### config.mk
export PLATFORM = sky130hd
export DESIGN_NAME = morse_code_keyer_flat
export DESIGN_NICKNAME = d
export VERILOG_FILES = /design/src/sv/mck_pkg.sv /design/src/sv/mck_in_if.sv /design/src/sv/mck_out_if.sv /design/src/sv/morse_code_keyer.sv /design/src/sv/mck_in_stage.sv /design/src/sv/mck_step.sv /design/src/flat_wrapper.sv
export SDC_FILE = /design/constraint.sdc
export NUM_CORES = 1
export LEC_CHECK = 0
export BUFFER_PORTS_ARGS = -buffer_cell sky130_fd_sc_hd__buf_4
export CAP_MARGIN = 10
export CELL_PAD_IN_SITES_DETAIL_PLACEMENT = 1
export CELL_PAD_IN_SITES_GLOBAL_PLACEMENT = 1
export CORE_MARGIN = 2
export CORE_UTILIZATION = 45
export CTS_CLUSTER_DIAMETER = 80
export DETAILED_ROUTE_END_ITERATION = 16
export GPL_TIMING_DRIVEN = 0
export PLACE_DENSITY = 0.82
export SKIP_CTS_REPAIR_TIMING = 1
export SLEW_MARGIN = 15
export SYNTH_ARGS = -nofsm -noshare
export SYNTH_HDL_FRONTEND = slang
export SYNTH_SLANG_ARGS = --single-unit
### constraint.sdc
create_clock -name i_clk -period 8.7 [get_ports i_clk]
set_clock_uncertainty 0.15 [all_clocks]
set_input_delay 0.435 -clock i_clk [delete_from_list [all_inputs] [get_ports i_clk]]
set_output_delay 0.435 -clock i_clk [all_outputs]
set_load 0.05 [all_outputs]
### src/sv/mck_pkg.sv
// mck_pkg: shared types, constants and the Morse element table of the keyer
// used by the channel interfaces, mck_in_stage, mck_step and morse_code_keyer
// no dependencies
package mck_pkg;

    // message store geometry
    localparam int MSG_DEPTH = 16;
    localparam int IDX_W     = $clog2(MSG_DEPTH);
    localparam int POS_W     = $clog2(MSG_DEPTH + 1);

    // timing
    localparam int DIT_W     = 14;
    localparam int TIMER_W   = 16;
    localparam int LIM_W     = DIT_W + 3;
    localparam logic [TIMER_W-1:0] TIMER_MAX = '1;
    localparam logic [DIT_W-1:0]   DIT_RESET = DIT_W'(20);

    // character codes
    localparam logic [7:0] CHAR_FIRST = 8'd44;   // ','
    localparam logic [7:0] CHAR_LAST  = 8'd90;   // 'Z'
    localparam logic [7:0] CHAR_SPACE = 8'h20;

    typedef enum logic [3:0] {
        KS_DIT       = 4'd1,
        KS_DAH       = 4'd2,
        KS_BITGAP    = 4'd3,
        KS_LETTERGAP = 4'd4,
        KS_SPACE     = 4'd5,
        KS_NEXTBIT   = 4'd6,
        KS_NEXTCHAR  = 4'd7,
        KS_START     = 4'd8,
        KS_STOP      = 4'd9
    } t_ks;

    typedef enum logic [1:0] {
        EL_END = 2'd0,
        EL_DIT = 2'd1,
        EL_DAH = 2'd2
    } t_elem;

    typedef struct packed {
        logic       start_request;
        logic       stop_request;
        logic       write_enable;
        logic [3:0] write_index;
        logic [7:0] write_char;
    } t_in_word;

    typedef struct packed {
        logic beeper_on;
        logic idle;
    } t_out_word;

    // element idx of character ch: row is element count and dah mask (bit 0 first)
    function automatic t_elem code_element(input logic [7:0] ch, input logic [2:0] idx);
        logic [2:0] len;
        logic [6:0] mask;
        len  = 3'd0;
        mask = 7'h00;
        case (ch)
            8'd44: begin len = 3'd6; mask = 7'h33; end   // ,
            8'd46: begin len = 3'd6; mask = 7'h2A; end   // .
            8'd47: begin len = 3'd5; mask = 7'h09; end   // /
            8'd48: begin len = 3'd5; mask = 7'h1F; end   // 0
            8'd49: begin len = 3'd5; mask = 7'h1E; end
            8'd50: begin len = 3'd5; mask = 7'h1C; end
            8'd51: begin len = 3'd5; mask = 7'h18; end
            8'd52: begin len = 3'd5; mask = 7'h10; end
            8'd53: begin len = 3'd5; mask = 7'h00; end
            8'd54: begin len = 3'd5; mask = 7'h01; end
            8'd55: begin len = 3'd5; mask = 7'h03; end
            8'd56: begin len = 3'd5; mask = 7'h07; end
            8'd57: begin len = 3'd5; mask = 7'h0F; end   // 9
            8'd61: begin len = 3'd5; mask = 7'h11; end   // =
            8'd63: begin len = 3'd6; mask = 7'h0C; end   // ?
            8'd65: begin len = 3'd2; mask = 7'h02; end   // A
            8'd66: begin len = 3'd4; mask = 7'h01; end
            8'd67: begin len = 3'd4; mask = 7'h05; end
            8'd68: begin len = 3'd3; mask = 7'h01; end
            8'd69: begin len = 3'd1; mask = 7'h00; end
            8'd70: begin len = 3'd4; mask = 7'h04; end
            8'd71: begin len = 3'd3; mask = 7'h03; end
            8'd72: begin len = 3'd4; mask = 7'h00; end
            8'd73: begin len = 3'd2; mask = 7'h00; end
            8'd74: begin len = 3'd4; mask = 7'h0E; end
            8'd75: begin len = 3'd3; mask = 7'h05; end
            8'd76: begin len = 3'd4; mask = 7'h02; end
            8'd77: begin len = 3'd2; mask = 7'h03; end
            8'd78: begin len = 3'd2; mask = 7'h01; end
            8'd79: begin len = 3'd3; mask = 7'h07; end
            8'd80: begin len = 3'd4; mask = 7'h06; end
            8'd81: begin len = 3'd4; mask = 7'h0B; end
            8'd82: begin len = 3'd3; mask = 7'h02; end
            8'd83: begin len = 3'd3; mask = 7'h00; end
            8'd84: begin len = 3'd1; mask = 7'h01; end
            8'd85: begin len = 3'd3; mask = 7'h04; end
            8'd86: begin len = 3'd4; mask = 7'h08; end
            8'd87: begin len = 3'd3; mask = 7'h06; end
            8'd88: begin len = 3'd4; mask = 7'h09; end
            8'd89: begin len = 3'd4; mask = 7'h0D; end
            8'd90: begin len = 3'd4; mask = 7'h03; end   // Z
            default: begin len = 3'd0; mask = 7'h00; end
        endcase
        if (idx < len)
            return mask[idx] ? EL_DAH : EL_DIT;
        else
            return EL_END;
    endfunction

endpackage

### src/sv/mck_in_if.sv
// mck_in_if: valid/ready channel carrying one tick word into the keyer
// depends on mck_pkg
interface mck_in_if
    import mck_pkg::*;
();
    logic     valid;
    logic     ready;
    t_in_word data;

    modport source (output valid, output data, input ready);
    modport sink   (input valid, input data, output ready);
endinterface

### src/sv/mck_out_if.sv
// mck_out_if: valid/ready channel carrying one result word out of the keyer
// depends on mck_pkg
interface mck_out_if
    import mck_pkg::*;
();
    logic      valid;
    logic      ready;
    t_out_word data;

    modport source (output valid, output data, input ready);
    modport sink   (input valid, input data, output ready);
endinterface

### src/sv/morse_code_keyer.sv
// morse_code_keyer: top level of the Morse keyer
// depends on mck_pkg, mck_in_if, mck_out_if, mck_in_stage and mck_step
//
// Usage:
//   i_in carries one tick word per handshake: start and stop requests and an
//   optional write of one character into the 16-entry message store. Each
//   accepted word advances the keyer by exactly one step and yields one result
//   word on o_out with beeper_on and idle.
//   i_cfg_we / i_cfg_data set the dit length in ticks; write it only while the
//   keyer is idle and no result is outstanding.
//   A word accepted on i_in passes the input register, then the step logic
//   into the result register.
//   Throughput: one word per cycle while o_out is ready, set by the single
//   state step between the input register and the result register.
//   Reset (synchronous, active low): keyer stopped, beeper off, message store
//   all terminators, dit length 20 ticks.
//   When o_out stalls, the result register holds its word and one more word
//   waits in the input register; then i_in.ready drops until o_out moves.
module morse_code_keyer
    import mck_pkg::*;
(
    input  logic             i_clk,
    input  logic             i_rst_n,
    input  logic             i_cfg_we,
    input  logic [DIT_W-1:0] i_cfg_data,
    mck_in_if.sink           i_in,
    mck_out_if.source        o_out
);

    mck_in_if u_mid ();

    // input register
    mck_in_stage u_in_stage (
        .i_clk   (i_clk),
        .i_rst_n (i_rst_n),
        .i_up    (i_in),
        .o_down  (u_mid)
    );

    // keyer step and result register
    mck_step u_step (
        .i_clk      (i_clk),
        .i_rst_n    (i_rst_n),
        .i_cfg_we   (i_cfg_we),
        .i_cfg_data (i_cfg_data),
        .i_in       (u_mid),
        .o_out      (o_out)
    );

endmodule

### src/sv/mck_in_stage.sv
// mck_in_stage: input register of the keyer, holds one tick word
// depends on mck_pkg and mck_in_if
module mck_in_stage
    import mck_pkg::*;
(
    input  logic        i_clk,
    input  logic        i_rst_n,
    mck_in_if.sink      i_up,
    mck_in_if.source    o_down
);

    logic     r_valid;
    t_in_word r_word;

    // take a new word when empty or when the held word moves on
    assign i_up.ready   = !r_valid || o_down.ready;
    assign o_down.valid = r_valid;
    assign o_down.data  = r_word;

    // valid flag
    always_ff @(posedge i_clk) begin
        if (!i_rst_n) begin
            r_valid <= 1'b0;
        end else if (i_up.ready) begin
            r_valid <= i_up.valid;
        end
    end

    // payload
    always_ff @(posedge i_clk) begin
        if (i_up.ready && i_up.valid) begin
            r_word <= i_up.data;
        end
    end

endmodule

### src/sv/mck_step.sv
// mck_step: keyer state machine, message store, timing limits and result register
// depends on mck_pkg, mck_in_if and mck_out_if
module mck_step
    import mck_pkg::*;
(
    input  logic             i_clk,
    input  logic             i_rst_n,
    input  logic             i_cfg_we,
    input  logic [DIT_W-1:0] i_cfg_data,
    mck_in_if.sink           i_in,
    mck_out_if.source        o_out
);

    // state
    t_ks                r_state, n_state;
    logic [TIMER_W-1:0] r_timer, n_timer;
    logic [2:0]         r_eidx, n_eidx;
    logic [POS_W-1:0]   r_pos, n_pos;
    logic [7:0]         r_char, n_char;
    logic               r_beep, n_beep;
    logic [7:0]         r_store [MSG_DEPTH];

    // phase limits, dit_ticks times 1, 2, 3 and 6
    logic [LIM_W-1:0]   r_lim1, r_lim2, r_lim3, r_lim6;

    // result register
    logic               r_out_valid;
    t_out_word          r_out;

    // step control
    logic               advance;
    t_ks                s_eff;
    logic [TIMER_W-1:0] timer_inc;
    logic [LIM_W-1:0]   lim;
    logic               done;
    t_elem              el;
    logic               wr_hit;
    logic [7:0]         fetch_ch;
    logic [LIM_W-1:0]   cfg_x3;

    t_in_word           w;
    assign w = i_in.data;

    // one step per word once the result register is free
    assign i_in.ready  = !r_out_valid || o_out.ready;
    assign advance     = i_in.valid && i_in.ready;
    assign o_out.valid = r_out_valid;
    assign o_out.data  = r_out;

    // write hit on the fetched position, store write comes first in a tick
    assign wr_hit = w.write_enable && (int'(w.write_index) < MSG_DEPTH) &&
                    (POS_W'(w.write_index) == r_pos);

    always_comb begin
        if (wr_hit)
            fetch_ch = w.write_char;
        else if (int'(r_pos) < MSG_DEPTH)
            fetch_ch = r_store[r_pos[IDX_W-1:0]];
        else
            fetch_ch = 8'd0;
    end

    assign el        = code_element(r_char, r_eidx);
    assign timer_inc = (r_timer != TIMER_MAX) ? r_timer + TIMER_W'(1) : r_timer;

    // requests, then one state step
    always_comb begin
        n_timer = r_timer;
        n_eidx  = r_eidx;
        n_pos   = r_pos;
        n_char  = r_char;
        n_beep  = r_beep;
        s_eff   = r_state;
        if (w.stop_request) begin
            s_eff  = KS_STOP;
            n_beep = 1'b0;
        end else if (w.start_request && r_state == KS_STOP) begin
            s_eff = KS_START;
        end
        n_state = s_eff;

        case (s_eff)
            KS_DAH:       lim = r_lim3;
            KS_LETTERGAP: lim = r_lim2;
            KS_SPACE:     lim = r_lim6;
            default:      lim = r_lim1;
        endcase
        done = ({1'b0, timer_inc} > lim) || (timer_inc == TIMER_MAX);

        case (s_eff)
            KS_DIT, KS_DAH: begin
                if (r_timer == '0)
                    n_beep = 1'b1;
                n_timer = timer_inc;
                if (done) begin
                    n_timer = '0;
                    n_state = KS_BITGAP;
                end
            end
            KS_BITGAP: begin
                if (r_timer == '0)
                    n_beep = 1'b0;
                n_timer = timer_inc;
                if (done)
                    n_state = KS_NEXTBIT;
            end
            KS_LETTERGAP, KS_SPACE: begin
                if (r_timer == '0)
                    n_beep = 1'b0;
                n_timer = timer_inc;
                if (done)
                    n_state = KS_NEXTCHAR;
            end
            KS_NEXTBIT: begin
                n_timer = '0;
                n_eidx  = r_eidx + 3'd1;
                case (el)
                    EL_DIT: n_state = KS_DIT;
                    EL_DAH: n_state = KS_DAH;
                    default: begin
                        n_state = KS_LETTERGAP;
                        n_eidx  = 3'd0;
                    end
                endcase
            end
            KS_NEXTCHAR: begin
                if (int'(r_pos) >= MSG_DEPTH) begin
                    n_char  = 8'd0;
                    n_state = KS_STOP;
                end else begin
                    n_char = fetch_ch;
                    n_pos  = r_pos + POS_W'(1);
                    if (fetch_ch == CHAR_SPACE) begin
                        n_timer = '0;
                        n_state = KS_SPACE;
                    end else if (fetch_ch < CHAR_FIRST || fetch_ch > CHAR_LAST) begin
                        n_state = KS_STOP;
                    end else begin
                        n_state = KS_NEXTBIT;
                    end
                end
            end
            KS_START: begin
                n_beep  = 1'b0;
                n_timer = '0;
                n_eidx  = 3'd0;
                n_pos   = '0;
                n_state = KS_NEXTCHAR;
            end
            KS_STOP: begin
                n_beep = 1'b0;
            end
            default: begin
                n_state = KS_STOP;
            end
        endcase
    end

    // state register
    always_ff @(posedge i_clk) begin
        if (!i_rst_n) begin
            r_state <= KS_STOP;
            r_timer <= '0;
            r_eidx  <= 3'd0;
            r_pos   <= '0;
            r_char  <= 8'd0;
            r_beep  <= 1'b0;
        end else if (advance) begin
            r_state <= n_state;
            r_timer <= n_timer;
            r_eidx  <= n_eidx;
            r_pos   <= n_pos;
            r_char  <= n_char;
            r_beep  <= n_beep;
        end
    end

    // message store, cleared to terminators at reset
    always_ff @(posedge i_clk) begin
        if (!i_rst_n) begin
            for (int i = 0; i < MSG_DEPTH; i++)
                r_store[i] <= 8'd0;
        end else if (advance && w.write_enable && int'(w.write_index) < MSG_DEPTH) begin
            r_store[w.write_index[IDX_W-1:0]] <= w.write_char;
        end
    end

    // limits follow each dit length write
    assign cfg_x3 = LIM_W'(i_cfg_data) + LIM_W'({i_cfg_data, 1'b0});

    always_ff @(posedge i_clk) begin
        if (!i_rst_n) begin
            r_lim1 <= LIM_W'(DIT_RESET);
            r_lim2 <= LIM_W'(DIT_RESET) << 1;
            r_lim3 <= LIM_W'(DIT_RESET) * LIM_W'(3);
            r_lim6 <= LIM_W'(DIT_RESET) * LIM_W'(6);
        end else if (i_cfg_we) begin
            r_lim1 <= LIM_W'(i_cfg_data);
            r_lim2 <= LIM_W'({i_cfg_data, 1'b0});
            r_lim3 <= cfg_x3;
            r_lim6 <= {cfg_x3[LIM_W-2:0], 1'b0};
        end
    end

    // result register
    always_ff @(posedge i_clk) begin
        if (!i_rst_n) begin
            r_out_valid <= 1'b0;
        end else if (advance) begin
            r_out_valid <= 1'b1;
        end else if (o_out.ready) begin
            r_out_valid <= 1'b0;
        end
    end

    always_ff @(posedge i_clk) begin
        if (advance) begin
            r_out.beeper_on <= n_beep;
            r_out.idle      <= (n_state == KS_STOP);
        end
    end

endmodule

### src/flat_wrapper.sv
// flat-port wrapper written by rule: the top's interface ports become plain ports
module morse_code_keyer_flat import mck_pkg::*;
  (i_clk, i_rst_n, i_cfg_we, i_cfg_data, i_in_valid, i_in_data, i_in_ready, o_out_valid, o_out_data, o_out_ready);
  mck_in_if i_in_i ();
  mck_out_if o_out_i ();
  input  logic i_clk;
  input  logic i_rst_n;
  input  logic i_cfg_we;
  input  logic [DIT_W-1:0] i_cfg_data;
  input wire logic [$bits(i_in_i.valid)-1:0] i_in_valid;
  input wire logic [$bits(i_in_i.data)-1:0] i_in_data;
  output wire logic [$bits(i_in_i.ready)-1:0] i_in_ready;
  output wire logic [$bits(o_out_i.valid)-1:0] o_out_valid;
  output wire logic [$bits(o_out_i.data)-1:0] o_out_data;
  input wire logic [$bits(o_out_i.ready)-1:0] o_out_ready;
  assign i_in_i.valid = i_in_valid;
  assign i_in_i.data = i_in_data;
  assign i_in_ready = i_in_i.ready;
  assign o_out_valid = o_out_i.valid;
  assign o_out_data = o_out_i.data;
  assign o_out_i.ready = o_out_ready;
  morse_code_keyer u_core (.i_clk(i_clk), .i_rst_n(i_rst_n), .i_cfg_we(i_cfg_we), .i_cfg_data(i_cfg_data), .i_in(i_in_i), .o_out(o_out_i));
endmodule
==> run summary, run 1 <==
Wire length of the first global-routing pass: 61900 µm
Result of the run: finished, violations left
PD cells: 179 nW/µm²
Clock insertion delay at the later pin of the skew report: 0.54 ns
TritonCTS clock tree: yes
Min-delay worst type: in2reg
R2R Path End: u_core.u_step.r_timer[2]$_SDFFE_PN0P_
Count of synthesis-stage warnings from yosys: 0
Distinct cell type count after synthesis: 95
CTS H-tree depth: 1
Number of iterations in the first detailed-routing pass: 5
Violated checks: negative hold slack
Library cell used as clock root buffer: sky130_fd_sc_hd__clkbuf_16
Required time of the critical path: 9.00 ns
Max rail drop VDD: 0.000182 V
Highest clock frequency the design can meet: 0.202 GHz
Total negative setup slack: 0 ns
Pin count of the biggest net entering global routing: 16
Final Slew Violations: 0
Max Root-Sink Buffers: 3
Clk slew on worst S/H paths: 0.06 ns
Most numerous cell in the Yosys netlist: sky130_fd_sc_hd__edfxtp_1
Crit path largest cell delay: 0.43 ns
Share of final-layout standard cells stronger than drive strength 1: 12.9%
Fraction of the yosys area taken by sequential cells: 46.5%
Ys async rst share: 0%
WL per Instance: 23.2 µm
Capturing element type of the critical path: register
Post-synth net total: 1316
Number of enable flip-flop cells after synthesis: 145
Unrepaired setup endpoints after global routing: false
Most used standard cells in the synthesized netlist: sky130_fd_sc_hd__edfxtp_1, sky130_fd_sc_hd__and2_1, sky130_fd_sc_hd__nor2_1
Min cycle time layout: 4.96 ns
Die height: 173 µm
Nets: 1396
Hold wc startpoint: i_in_valid
Worst Max-Slew Pin Slew: 1.01 ns
Crit start category: register
Number of CTS-inserted buffers: 27
Number of design rule violations left after detail routing: 0
Worst Path Arrival: 5.26 ns
Die X: 173 µm
Sink count of the clock tree: 226
Yosys top cell area share: 33.9%
Post-synthesis sequential element count: 226
Ant diodes: 0
Most frequent cell on the critical path: sky130_fd_sc_hd__o21ai_0
Synth Cell Area: 12800 µm²
Number of antenna violations at the first check in global routing: 1
Max Cap Violations: 0
Ports placed on the boundary: 38
Layout overhead on the synthesized area: 14.3%
Count of buffers from port buffering: 36
Worst-case register-to-register setup slack: 3.74 ns
Floorplan die area: 29900 µm²
Crit-path max FO: 10
Average vias per placed instance: 6.11
Critical Path Slowest Stage Cell: sky130_fd_sc_hd__a2111o_1
Least setup slack across all paths after layout: 3.74 ns
Setup-failing EPs final: 0
Hold slack: -0.00303 ns
Number of cells traversed by the worst hold path: 3
Cells traversed along the worst timing path: clkbuf_1 > nand2_1 > nor2_1 > clkbuf_1 > a221oi_1 > o21ai_0 > o21ai_0 > ha_1 > a21oi_1 > o21ai_0 > a2111o_1 > or3_1 > a22oi_2 > a22o_1 > buf_6 > buf_6 > nand3_1 > a21oi_1
Total congestion overflow after global routing: 0
Top_reg_cell synth: sky130_fd_sc_hd__edfxtp_1
Half-perimeter wire length after placement: 28600 µm
Cells taking the most area after synthesis: sky130_fd_sc_hd__edfxtp_1, sky130_fd_sc_hd__dfxtp_1, sky130_fd_sc_hd__and2_1
GP Congestion: 0.914
Worst reg-to-reg path cell count: 18
Critical setup path kind: reg2reg
Worst hold endpoint: u_core.u_in_stage.o_down.valid$_SDFFE_PN0N_
Row count: 61
Filler cell count in the final layout: 3076
DRT iter0 DRCs: 839
Launch instance of the worst register-to-register path: u_core.u_step.r_state[2]$_SDFFE_PN0P_
All-Layer GR Usage: 25.9%
Worst-case setup slack after placement: 3.90 ns
Final Hold Fails: 1
Leakage power summed over all cells: 0.00546 µW
Average cell area after synthesis: 10.4 µm²
Via count of the first global-routing pass: 11000
Cells after Synth: 1235
Cell taking the most area after synthesis: sky130_fd_sc_hd__edfxtp_1
Antenna violation net count after detailed routing: 0
Area after DPL: 13600 µm²
Share of the cycle needed by the critical path after routing: 57.0%
Area of all placed cells without fillers: 14700 µm²
Core area: 27900 µm²
Relative slew slack: 32.0%
Effective utilization at floorplan: 46.0%
Vias after detailed routing: 10500
Detailed Route WL: 39800 µm
-- through the flow --
step / total power, µW / std cells / utilization [%]
CTS: 2620 / 1699 / 52.0
detailed placement: 1430 / 1649 / 48.6
finish: 2620 / 1714 / 52.5
global route: 2690 / 1714 / 52.5
global placement: 1420 / 1649 / 48.6
floorplan: 1350 / 1235 / -
-- cells by family (layout without fill, tap and decap cells) --
family	after synthesis	count (layout)	synth area share, %
buffers and inverters	114	215	4.06
and+or+nand+nor	487	487	20.0
AOI/OAI and AO/OA	250	250	12.9
muxes	86	86	10.2
xor gates and xnor gates	25	25	1.71
adders and majority gates	47	47	4.64
DFF	226	226	46.5
-- layout by cell type (no fill, tap or decap), drive strengths merged, types with 16 or more instances in the layout --
| cell type | n |
|---|---|
| nand2b | 18 |
| dfxtp | 81 |
| xnor2 | 19 |
| clkbuf | 71 |
| nand2 | 90 |
| mux4 | 32 |
| nor2 | 100 |
| ha | 46 |
| mux2i | 48 |
| nand4 | 17 |
| o21ai | 75 |
| a21oi | 65 |
| edfxtp | 145 |
| inv | 40 |
| nand3 | 39 |
| nor4 | 16 |
| nor3 | 45 |
| and2 | 120 |
| buf | 72 |
-- sequential cells by signal (all words and copies together), names as in the netlist, 2 cells and up, named ones only --
signal / cells
u_core.u_in_stage.o_down.data: 15
u_core.u_step.o_out.data: 2
u_core.u_step.r_char: 8
u_core.u_step.r_eidx: 3
u_core.u_step.r_lim1: 13
u_core.u_step.r_lim6: 16
u_core.u_step.r_pos: 5
u_core.u_step.r_state: 4
u_core.u_step.r_store: 128
u_core.u_step.r_timer: 16
-- per-layer routing --
| metal | vias to the layer above | global-route usage (%) | share of wire, % |
|---|---|---|---|
| met5 | - | 0 | 0 |
| met2 | 408 | 44.1 | 49 |
| met3 | 91 | 3.91 | 6.5 |
| met4 | 0 | 7.91 | 2.9 |
| met1 | 5248 | 34.0 | 42 |
| li1 | 4734 | - | - |
-- worst max path at each step --
stage	from	end	slack, ns	depth (start not counted)
after floorplan	u_core.u_step.r_timer[0]$_SDFFE_PN0P_	u_core.u_step.r_timer[5]$_SDFFE_PN0P_	4.70	15
after global placement	u_core.u_in_stage.o_down.data[13]$_DFFE_PP_	u_core.u_step.r_timer[5]$_SDFFE_PN0P_	4.04	17
after detailed placement	u_core.u_step.r_state[2]$_SDFFE_PN0P_	u_core.u_step.r_timer[2]$_SDFFE_PN0P_	3.90	18
after CTS	u_core.u_step.r_state[2]$_SDFFE_PN0P_	u_core.u_step.r_timer[2]$_SDFFE_PN0P_	3.87	18
after global routing	u_core.u_step.r_state[2]$_SDFFE_PN0P_	u_core.u_step.r_timer[1]$_SDFFE_PN0P_	3.46	18
final	u_core.u_step.r_state[2]$_SDFFE_PN0P_	u_core.u_step.r_timer[2]$_SDFFE_PN0P_	3.74	18
-- layout make-up --
| type | instances | area [µm²] | area share [%] |
|---|---|---|---|
| Clock inverter | 18 | 203 | 1.38 |
| Timing Repair Buffer | 51 | 420 | 2.86 |
| Buffer | 75 | 373 | 2.54 |
| Sequential cell | 226 | 5980 | 40.7 |
| Multi-Input combinational cell | 895 | 6340 | 43.2 |
| Tap cell | 378 | 473 | 3.22 |
| Inverter | 39 | 149 | 1.01 |
| Clock buffer | 32 | 739 | 5.04 |
-- power breakdown --
group | switching, µW | internal [µW]
clock network | 472 | 728
logic | 135 | 80.5
registers | 30.3 | 1180
total | 637 | 1990
-- critical path: cells and delay by family (launching register included) --
family | cells | cell delay (ns)
compound gates | 9 | 1.91
fa+ha+maj | 1 | 0.31
buf+inv | 4 | 1.11
flops | 1 | 0.40
simple gates | 4 | 0.96
Note: power is estimated with default switching activity, not from simulation.
==> run 2, diff against run 1 <==
Settings changed: ABC_AREA from default to 1, PLACE_DENSITY 0.82 to 0.86.
Clock period 8.7 ns to 5.2 ns, I/O delays scaled along.
==> run 2 against run 1 <==
Against the previous run:
- the run now ends clean
- sequential cell count stayed put
- setup slack worse by 3.3 ns
- sequential share of layout area is 0.31 points higher
- cell count is 24% higher
- power is 64% higher
- die area is 0.83% lower
- utilization is 0.26 points lower
- synthesized area is 0.85% lower
- critical path type unchanged
- largest power group unchanged
==> run summary, run 2 <==
Net Switching: 1170 µW (+84%)
Share of final-layout standard cells stronger than drive strength 1: 9.43% (-3.4 points)
Switching power as a share of total power: 27.3% (+3.0 points)
Post-synth net total: 1716 (+30%)
Cells after Synth: 1635 (+32%)
Post-synthesis sequential element count: 226 (unchanged)
Max Root-Sink Buffers: 3 (unchanged)
Logic gate share of total power: 12.6% (+4.4 points)
Filler cell count in the final layout: 3456 (+12%)
Setup-failing EPs final: 0 (unchanged)
Share of the cycle needed by the critical path after routing: 91.7% (+35 points)
Ports placed on the boundary: 38 (unchanged)
Total congestion overflow after global routing: 0 (unchanged)
Yosys top cell area share: 34.2% (+0.29 points)
Pin count of the biggest net entering global routing: 16 (unchanged)
Library cell used as clock root buffer: sky130_fd_sc_hd__clkbuf_16
Die height: 172 µm (-0.41%)
DRT iter0 DRCs: 1161 (+38%)
Nets: 1811 (+30%)
Effective utilization at floorplan: 45.7% (-0.26 points)
Count of synthesis-stage warnings from yosys: 0 (unchanged)
Sink count of the clock tree: 226 (unchanged)
Min cycle time layout: 4.77 ns (-0.186 ns)
Number of design rule violations left after detail routing: 0 (unchanged)
Cell count after placement: 2049 (+24%)
Cell Count, Final, Fillers Out: 2127 (+24%)
Critical path buffer and inverter count: 6 (+2)
Relative slew slack: 27.5% (-4.5 points)
Least setup slack across all paths after layout: 0.430 ns (-3.31 ns)
All-Layer GR Usage: 28.3% (+2.4 points)
Required time of the critical path: 5.51 ns (-3.49 ns)
Leakage power summed over all cells: 0.00647 µW (+18%)
Critical setup path kind: reg2reg
Crit-path max FO: 10 (unchanged)
Number of antenna violations at the first check in global routing: 0 (-1)
Synth Cell Area: 12700 µm² (-0.85%)
Total negative setup slack: 0 ns (unchanged)
Worst Path Arrival: 5.08 ns (-0.18 ns)
WL per Instance: 20.2 µm (-13%)
Fraction of the yosys area taken by sequential cells: 46.9% (+0.40 points)
Max reg flops: 128 (unchanged)
Ant diodes: 0 (unchanged)
Worst Max-Slew Pin Slew: 1.08 ns (+0.0669 ns)
Clk slew on worst S/H paths: 0.06 ns (about the same)
Average vias per placed instance: 5.61 (-8.2%)
Number of CTS-inserted buffers: 25 (-7.4%)
Half-perimeter wire length after placement: 30100 µm (+5.4%)
Internal: 3120 µW (+57%)
Distinct cell type count after synthesis: 49 (-48%)
Critical Path Slowest Stage Cell: sky130_fd_sc_hd__edfxtp_1
Detailed Route WL: 43000 µm (+8.2%)
Number of iterations in the first detailed-routing pass: 5 (unchanged)
Floorplan die area: 29700 µm² (-0.83%)
Most frequent cell on the critical path: sky130_fd_sc_hd__nand2_1
Area of all placed cells without fillers: 14600 µm² (-0.76%)
Area after DPL: 13500 µm² (-0.80%)
Clock insertion delay at the later pin of the skew report: 0.55 ns (about the same)
Most used standard cells in the synthesized netlist: sky130_fd_sc_hd__nand2_1, sky130_fd_sc_hd__nor2_1, sky130_fd_sc_hd__edfxtp_1
Ys async rst share: 0% (unchanged)
Register share of total power: 47.5% (+1.4 points)
Antenna violation net count after detailed routing: 0 (unchanged)
Crit start category: register
Kind of cell adding the most delay to the critical path: simple AND/OR/NAND/NOR gates
Share of total power in the clock network: 39.9% (-5.8 points)
Result of the run: completed
Cells taking the most area after synthesis: sky130_fd_sc_hd__edfxtp_1, sky130_fd_sc_hd__dfxtp_1, sky130_fd_sc_hd__nand2_1
CTS H-tree depth: 1 (unchanged)
Register bank with the most flops: u_core.u_step.r_store
Crit path largest cell delay: 0.50 ns (+0.07 ns)
Max Cap Violations: 0 (unchanged)
Highest clock frequency the design can meet: 0.210 GHz (+3.9%)
Min-delay worst type: in2reg
PD cells: 294 nW/µm² (+65%)
Final Hold Fails: 0 (-1)
Max rail drop VDD: 0.000209 V (+15%)
Most frequent standard cell in the layout excluding fill and tap cells: sky130_fd_sc_hd__nand2_1
GP Congestion: 0.917 (+0.32%)
Cell taking the most area after synthesis: sky130_fd_sc_hd__edfxtp_1
Die X: 172 µm (-0.41%)
Leading registers by flop count: u_core.u_step.r_store: 128 flops, u_core.u_step.r_lim6: 16 flops, u_core.u_step.r_timer: 16 flops
Final Slew Violations: 0 (unchanged)
Highest-count cells in the layout ignoring fill and taps: sky130_fd_sc_hd__nand2_1, sky130_fd_sc_hd__nor2_1, sky130_fd_sc_hd__edfxtp_1
Via count of the first global-routing pass: 12100 (+9.5%)
Top_reg_cell synth: sky130_fd_sc_hd__edfxtp_1
Wire length of the first global-routing pass: 64800 µm (+4.7%)
Core area: 27900 µm² (-0.27%)
Vias after detailed routing: 11900 (+14%)
Total power draw: 4290 µW (+64%)
Row count: 61 (unchanged)
Layout overhead on the synthesized area: 14.4% (about the same)
TritonCTS clock tree: yes
Unrepaired setup endpoints after global routing: false
Worst-case setup slack after placement: 0.657 ns (-3.25 ns)
Most numerous cell in the Yosys netlist: sky130_fd_sc_hd__nand2_1
Count of buffers from port buffering: 36 (unchanged)
Average cell area after synthesis: 7.79 µm² (-25%)
Number of enable flip-flop cells after synthesis: 145 (unchanged)
Capturing element type of the critical path: register
## run 2: cell types whose count changed in the layout (fill, tap and decap cells not counted), moves of 33 or more
| cell | delta |
|---|---|
| sky130_fd_sc_hd__nor3_1 | -33 |
| sky130_fd_sc_hd__and2_1 | -120 |
| sky130_fd_sc_hd__nand3_1 | +73 |
| sky130_fd_sc_hd__inv_1 | +106 |
| sky130_fd_sc_hd__nand2_1 | +338 |
| sky130_fd_sc_hd__mux2i_1 | -46 |
| sky130_fd_sc_hd__nor2_1 | +200 |
## run 2: logic make-up after synthesis
logic type,after synthesis,synth area share (%)
adder cells (fa/ha/maj),47,4.68
flip-flops,226,46.9
buffers and inverters,222,7.62
multiplexers,1,0.0786
AND/OR/NAND/NOR,907,29.8
XOR/XNOR,14,0.963
AO/OA/AOI/OAI,218,9.90
## run 2: final timing paths
| kind | start | to | slack, ns | cells after the start |
|---|---|---|---|---|
| worst max-delay path | u_core.u_in_stage.o_down.data[13]$_DFFE_PP_ | u_core.u_step.r_timer[0]$_SDFFE_PN0P_ | 0.43 | 30 |
| worst min-delay path | i_rst_n | u_core.u_step.r_char[1]$_SDFFE_PN0P_ | 0.02 | 3 |
| worst max register to register | u_core.u_in_stage.o_down.data[13]$_DFFE_PP_ | u_core.u_step.r_timer[0]$_SDFFE_PN0P_ | 0.43 | 30 |
| worst min register to register | u_core.u_step.r_pos[3]$_SDFFE_PN0P_ | u_core.u_step.r_pos[4]$_SDFFE_PN0P_ | 0.33 | 2 |
## run 2: per-layer routing
layer / vias up / GRT usage (%) / share of wire (%)
met2: 440 / 49.6 / 49
met5: - / 0 / 0
met4: 0 / 8.70 / 2.8
met3: 93 / 3.52 / 6.5
li1: 5559 / - / -
met1: 5844 / 36.6 / 42
## run 2: final cells by class
cell class | count | area (µm²) | area share (%)
Sequential cell | 226 | 5980 | 41.0
Multi-Input combinational cell | 1187 | 5790 | 39.7
Tap cell | 378 | 473 | 3.25
Clock inverter | 5 | 40.0 | 0.275
Clock buffer | 41 | 729 | 5.01
Buffer | 60 | 357 | 2.45
Inverter | 162 | 613 | 4.21
Timing Repair Buffer | 68 | 591 | 4.05
## run 2: worst min-delay path, cell delays in order
cell and delay (ns):
sky130_fd_sc_hd__buf_4 0.13, sky130_fd_sc_hd__nand2_1 0.20, sky130_fd_sc_hd__inv_1 0.09
## run 2: power groups by stage
stage / Sequential (µW) / Clock (µW) / Combinational (µW)
after floorplan: 2050 / 0 / 328
after global placement: 2060 / 0 / 477
after detailed placement: 2070 / 0 / 500
after CTS: 2030 / 1710 / 508
after global routing: 2040 / 1780 / 591
final: 2040 / 1710 / 540
## run 2: per-stage QoR
step                util [%]  hold WS, ns
floorplan                  -        0.209
global placement        48.4        0.288
detailed placement      48.4        0.289
CTS                     51.1       -0.271
global route            52.3       0.0720
finish                  52.3       0.0158
==> run 3, diff against run 2 <==
--- a/config.mk
+++ b/config.mk
@@ -16,3 +16,2 @@
 export DETAILED_ROUTE_END_ITERATION = 16
-export GPL_TIMING_DRIVEN = 0
 export PLACE_DENSITY = 0.86
==> constraint.sdc (replaced) <==
create_clock -name i_clk -period 5.2 [get_ports i_clk]
set_clock_uncertainty 0.15 [all_clocks]
set_input_delay 1.3 -clock i_clk [delete_from_list [all_inputs] [get_ports i_clk]]
set_output_delay 1.3 -clock i_clk [all_outputs]
set_load 0.05 [all_outputs]
==> run 3 against run 2 <==
Against the previous run:
- clock power about the same
- utilization shrank 2.1 points
- fmax is 1.8% higher
- power fell by 1.7%
- setup slack gained 0.085 ns
- hold slack improved by 0.31 ns
- routed wire length fell by 13%
- sequential power about the same
- sequential cell count unchanged
- critical endpoint is now u_core.u_step.r_timer[15]$_SDFFE_PN0P_
- largest power group unchanged
==> run summary, run 3 (synthesis gave the netlist of run 2 again) <==
Timing startpoint of the critical path: u_core.u_in_stage.o_down.data[13]$_DFFE_PP_
Most frequent cell on the critical path: sky130_fd_sc_hd__nand2_1
Max Cap Violations: 0 (unchanged)
Floorplan die area: 29700 µm² (unchanged)
Nets: 1730 (-4.5%)
PD cells: 302 nW/µm² (+2.4%)
Detailed-routed wire length on met2: 18500 µm (-12%)
Max Root-Sink Buffers: 3 (unchanged)
Share of final-layout standard cells stronger than drive strength 1: 8.87% (-0.56 points)
Most frequent standard cell in the layout excluding fill and tap cells: sky130_fd_sc_hd__nand2_1
Row count: 61 (unchanged)
All-Layer GR Usage: 25.9% (-2.4 points)
Die X: 172 µm (unchanged)
Ports placed on the boundary: 38 (unchanged)
Setup-failing EPs final: 0 (unchanged)
Wire length of the first global-routing pass: 60800 µm (-6.2%)
Highest-count cells in the layout ignoring fill and taps: sky130_fd_sc_hd__nand2_1, sky130_fd_sc_hd__nor2_1, sky130_fd_sc_hd__edfxtp_1
Crit-path max FO: 22 (+12)
Met3 routed wirelength: 1690 µm (-40%)
Number of design rule violations left after detail routing: 0 (unchanged)
Share of the cycle needed by the critical path after routing: 90.1% (-1.6 points)
Average vias per placed instance: 5.50 (-2.0%)
Sink count of the clock tree: 226 (unchanged)
Area after DPL: 13200 µm² (-2.1%)
Ant diodes: 0 (unchanged)
Highest routing layer actually used: met4
Min cycle time layout: 4.68 ns (-0.0852 ns)
DRT iter0 DRCs: 735 (-37%)
Critical path buffer and inverter count: 5 (-1)
Register bank with the most flops: u_core.u_step.r_store
Kind of cell adding the most delay to the critical path: simple AND/OR/NAND/NOR gates
Launch instance of the worst register-to-register path: u_core.u_in_stage.o_down.data[13]$_DFFE_PP_
Final Slew Violations: 0 (unchanged)
Required time of the critical path: 5.52 ns (about the same)
Number of iterations in the first detailed-routing pass: 5 (unchanged)
Hold slack: 0.328 ns (+0.312 ns)
Effective utilization at floorplan: 45.7% (unchanged)
Half-perimeter wire length after placement: 25800 µm (-14%)
Via count of the first global-routing pass: 11700 (-3.4%)
Met1 wire length: 16500 µm (-7.6%)
Layout overhead on the synthesized area: 9.82%
Critical setup path kind: reg2reg
Total negative setup slack: 0 ns (unchanged)
Final Hold Fails: 0 (unchanged)
Library cell used as clock root buffer: sky130_fd_sc_hd__clkbuf_16
Hold wc startpoint: u_core.u_step.r_char[7]$_SDFFE_PN0P_
TritonCTS clock tree: yes
Critical Path Slowest Stage Cell: sky130_fd_sc_hd__edfxtp_1
Vias after detailed routing: 11300 (-5.7%)
GP Congestion: 0.874 (-4.7%)
Total congestion overflow after global routing: 0 (unchanged)
Area of all placed cells without fillers: 14000 µm² (-4.0%)
Worst Max-Slew Pin Slew: 0.904 ns (-0.176 ns)
Area of all sequential standard cells: 5980 µm² (about the same)
Worst-case register-to-register setup slack: 0.52 ns (+0.09 ns)
Core area: 27900 µm² (unchanged)
Pin count of the biggest net entering global routing: 51 (+35)
Detailed Route WL: 37400 µm (-13%)
Capturing element type of the critical path: register
Max rail drop VDD: 0.000223 V (+6.5%)
Filler cell count in the final layout: 3461 (+0.14%)
Antenna violation net count after detailed routing: 0 (unchanged)
Die height: 172 µm (unchanged)
Leading registers by flop count: u_core.u_step.r_store: 128 flops, u_core.u_step.r_lim6: 16 flops, u_core.u_step.r_timer: 16 flops
Highest clock frequency the design can meet: 0.213 GHz (+1.8%)
Clock insertion delay at the later pin of the skew report: 0.54 ns (about the same)
Number of CTS-inserted buffers: 25 (unchanged)
Number of antenna violations at the first check in global routing: 0 (unchanged)
Leakage power summed over all cells: 0.00620 µW (-4.2%)
WL per Instance: 18.3 µm (-9.6%)
CTS H-tree depth: 1 (unchanged)
Min-delay worst type: reg2reg
Footprint of the multi-input gates: 5790 µm² (unchanged)
Result of the run: completed
Relative slew slack: 39.7% (+12 points)
Crit start category: register
Worst Path Arrival: 5.00 ns (-0.08 ns)
Crit path largest cell delay: 0.48 ns (-0.02 ns)
Max reg flops: 128 (unchanged)
Clk slew on worst S/H paths: 0.06 ns (about the same)
Count of buffers from port buffering: 37 (+2.8%)
Unrepaired setup endpoints after global routing: false
## run 3: final cells by class
cell class / instances / share of cell area (%)
flip-flops and latches: 226 / 42.8
multi-input cells: 1187 / 41.4
clock buffers: 38 / 5.07
inverters: 162 / 4.39
well taps: 378 / 3.38
repair buffers: 47 / 2.61
clock inverters: 8 / 0.412
## run 3: per-layer routing
layer | vias up | track usage [%]
met1 | 5518 | 33.8
met5 | - | 0
met3 | 64 | 3.20
met4 | 0 | 6.43
li1 | 5405 | -
met2 | 270 | 45.9
## run 3: worst min-delay path: stages (launching register included)
cell and delay, ns:
sky130_fd_sc_hd__dfxtp_1 0.31, sky130_fd_sc_hd__nand2_1 0.06, sky130_fd_sc_hd__a21oi_1 0.06
## run 3: final timing paths
path	endpoint	cells after the start
hold / removal	u_core.u_step.r_char[7]$_SDFFE_PN0P_	2
setup reg to reg	u_core.u_step.r_timer[15]$_SDFFE_PN0P_	27
setup / recovery	u_core.u_step.r_timer[15]$_SDFFE_PN0P_	27
hold reg to reg	u_core.u_step.r_char[7]$_SDFFE_PN0P_	2
## run 3: through the flow
step	cells	setup slack [ns]	utilization (%)	power [µW]
after floorplan	1635	1.66	-	2380
after global placement	1999	0.743	47.4	2510
after detailed placement	1999	0.365	47.4	2540
after CTS	2045	0.333	50.1	4230
after global routing	2046	0.0939	50.2	4370
final	2046	0.515	50.2	4220
## run 3: power breakdown
part	internal (µW)	leakage [µW]	switching (µW)
Sequential	1990	0.00212	49.1
Clock	948	0.000383	747
Combinational	149	0.00369	339
Total	3080	0.00620	1130
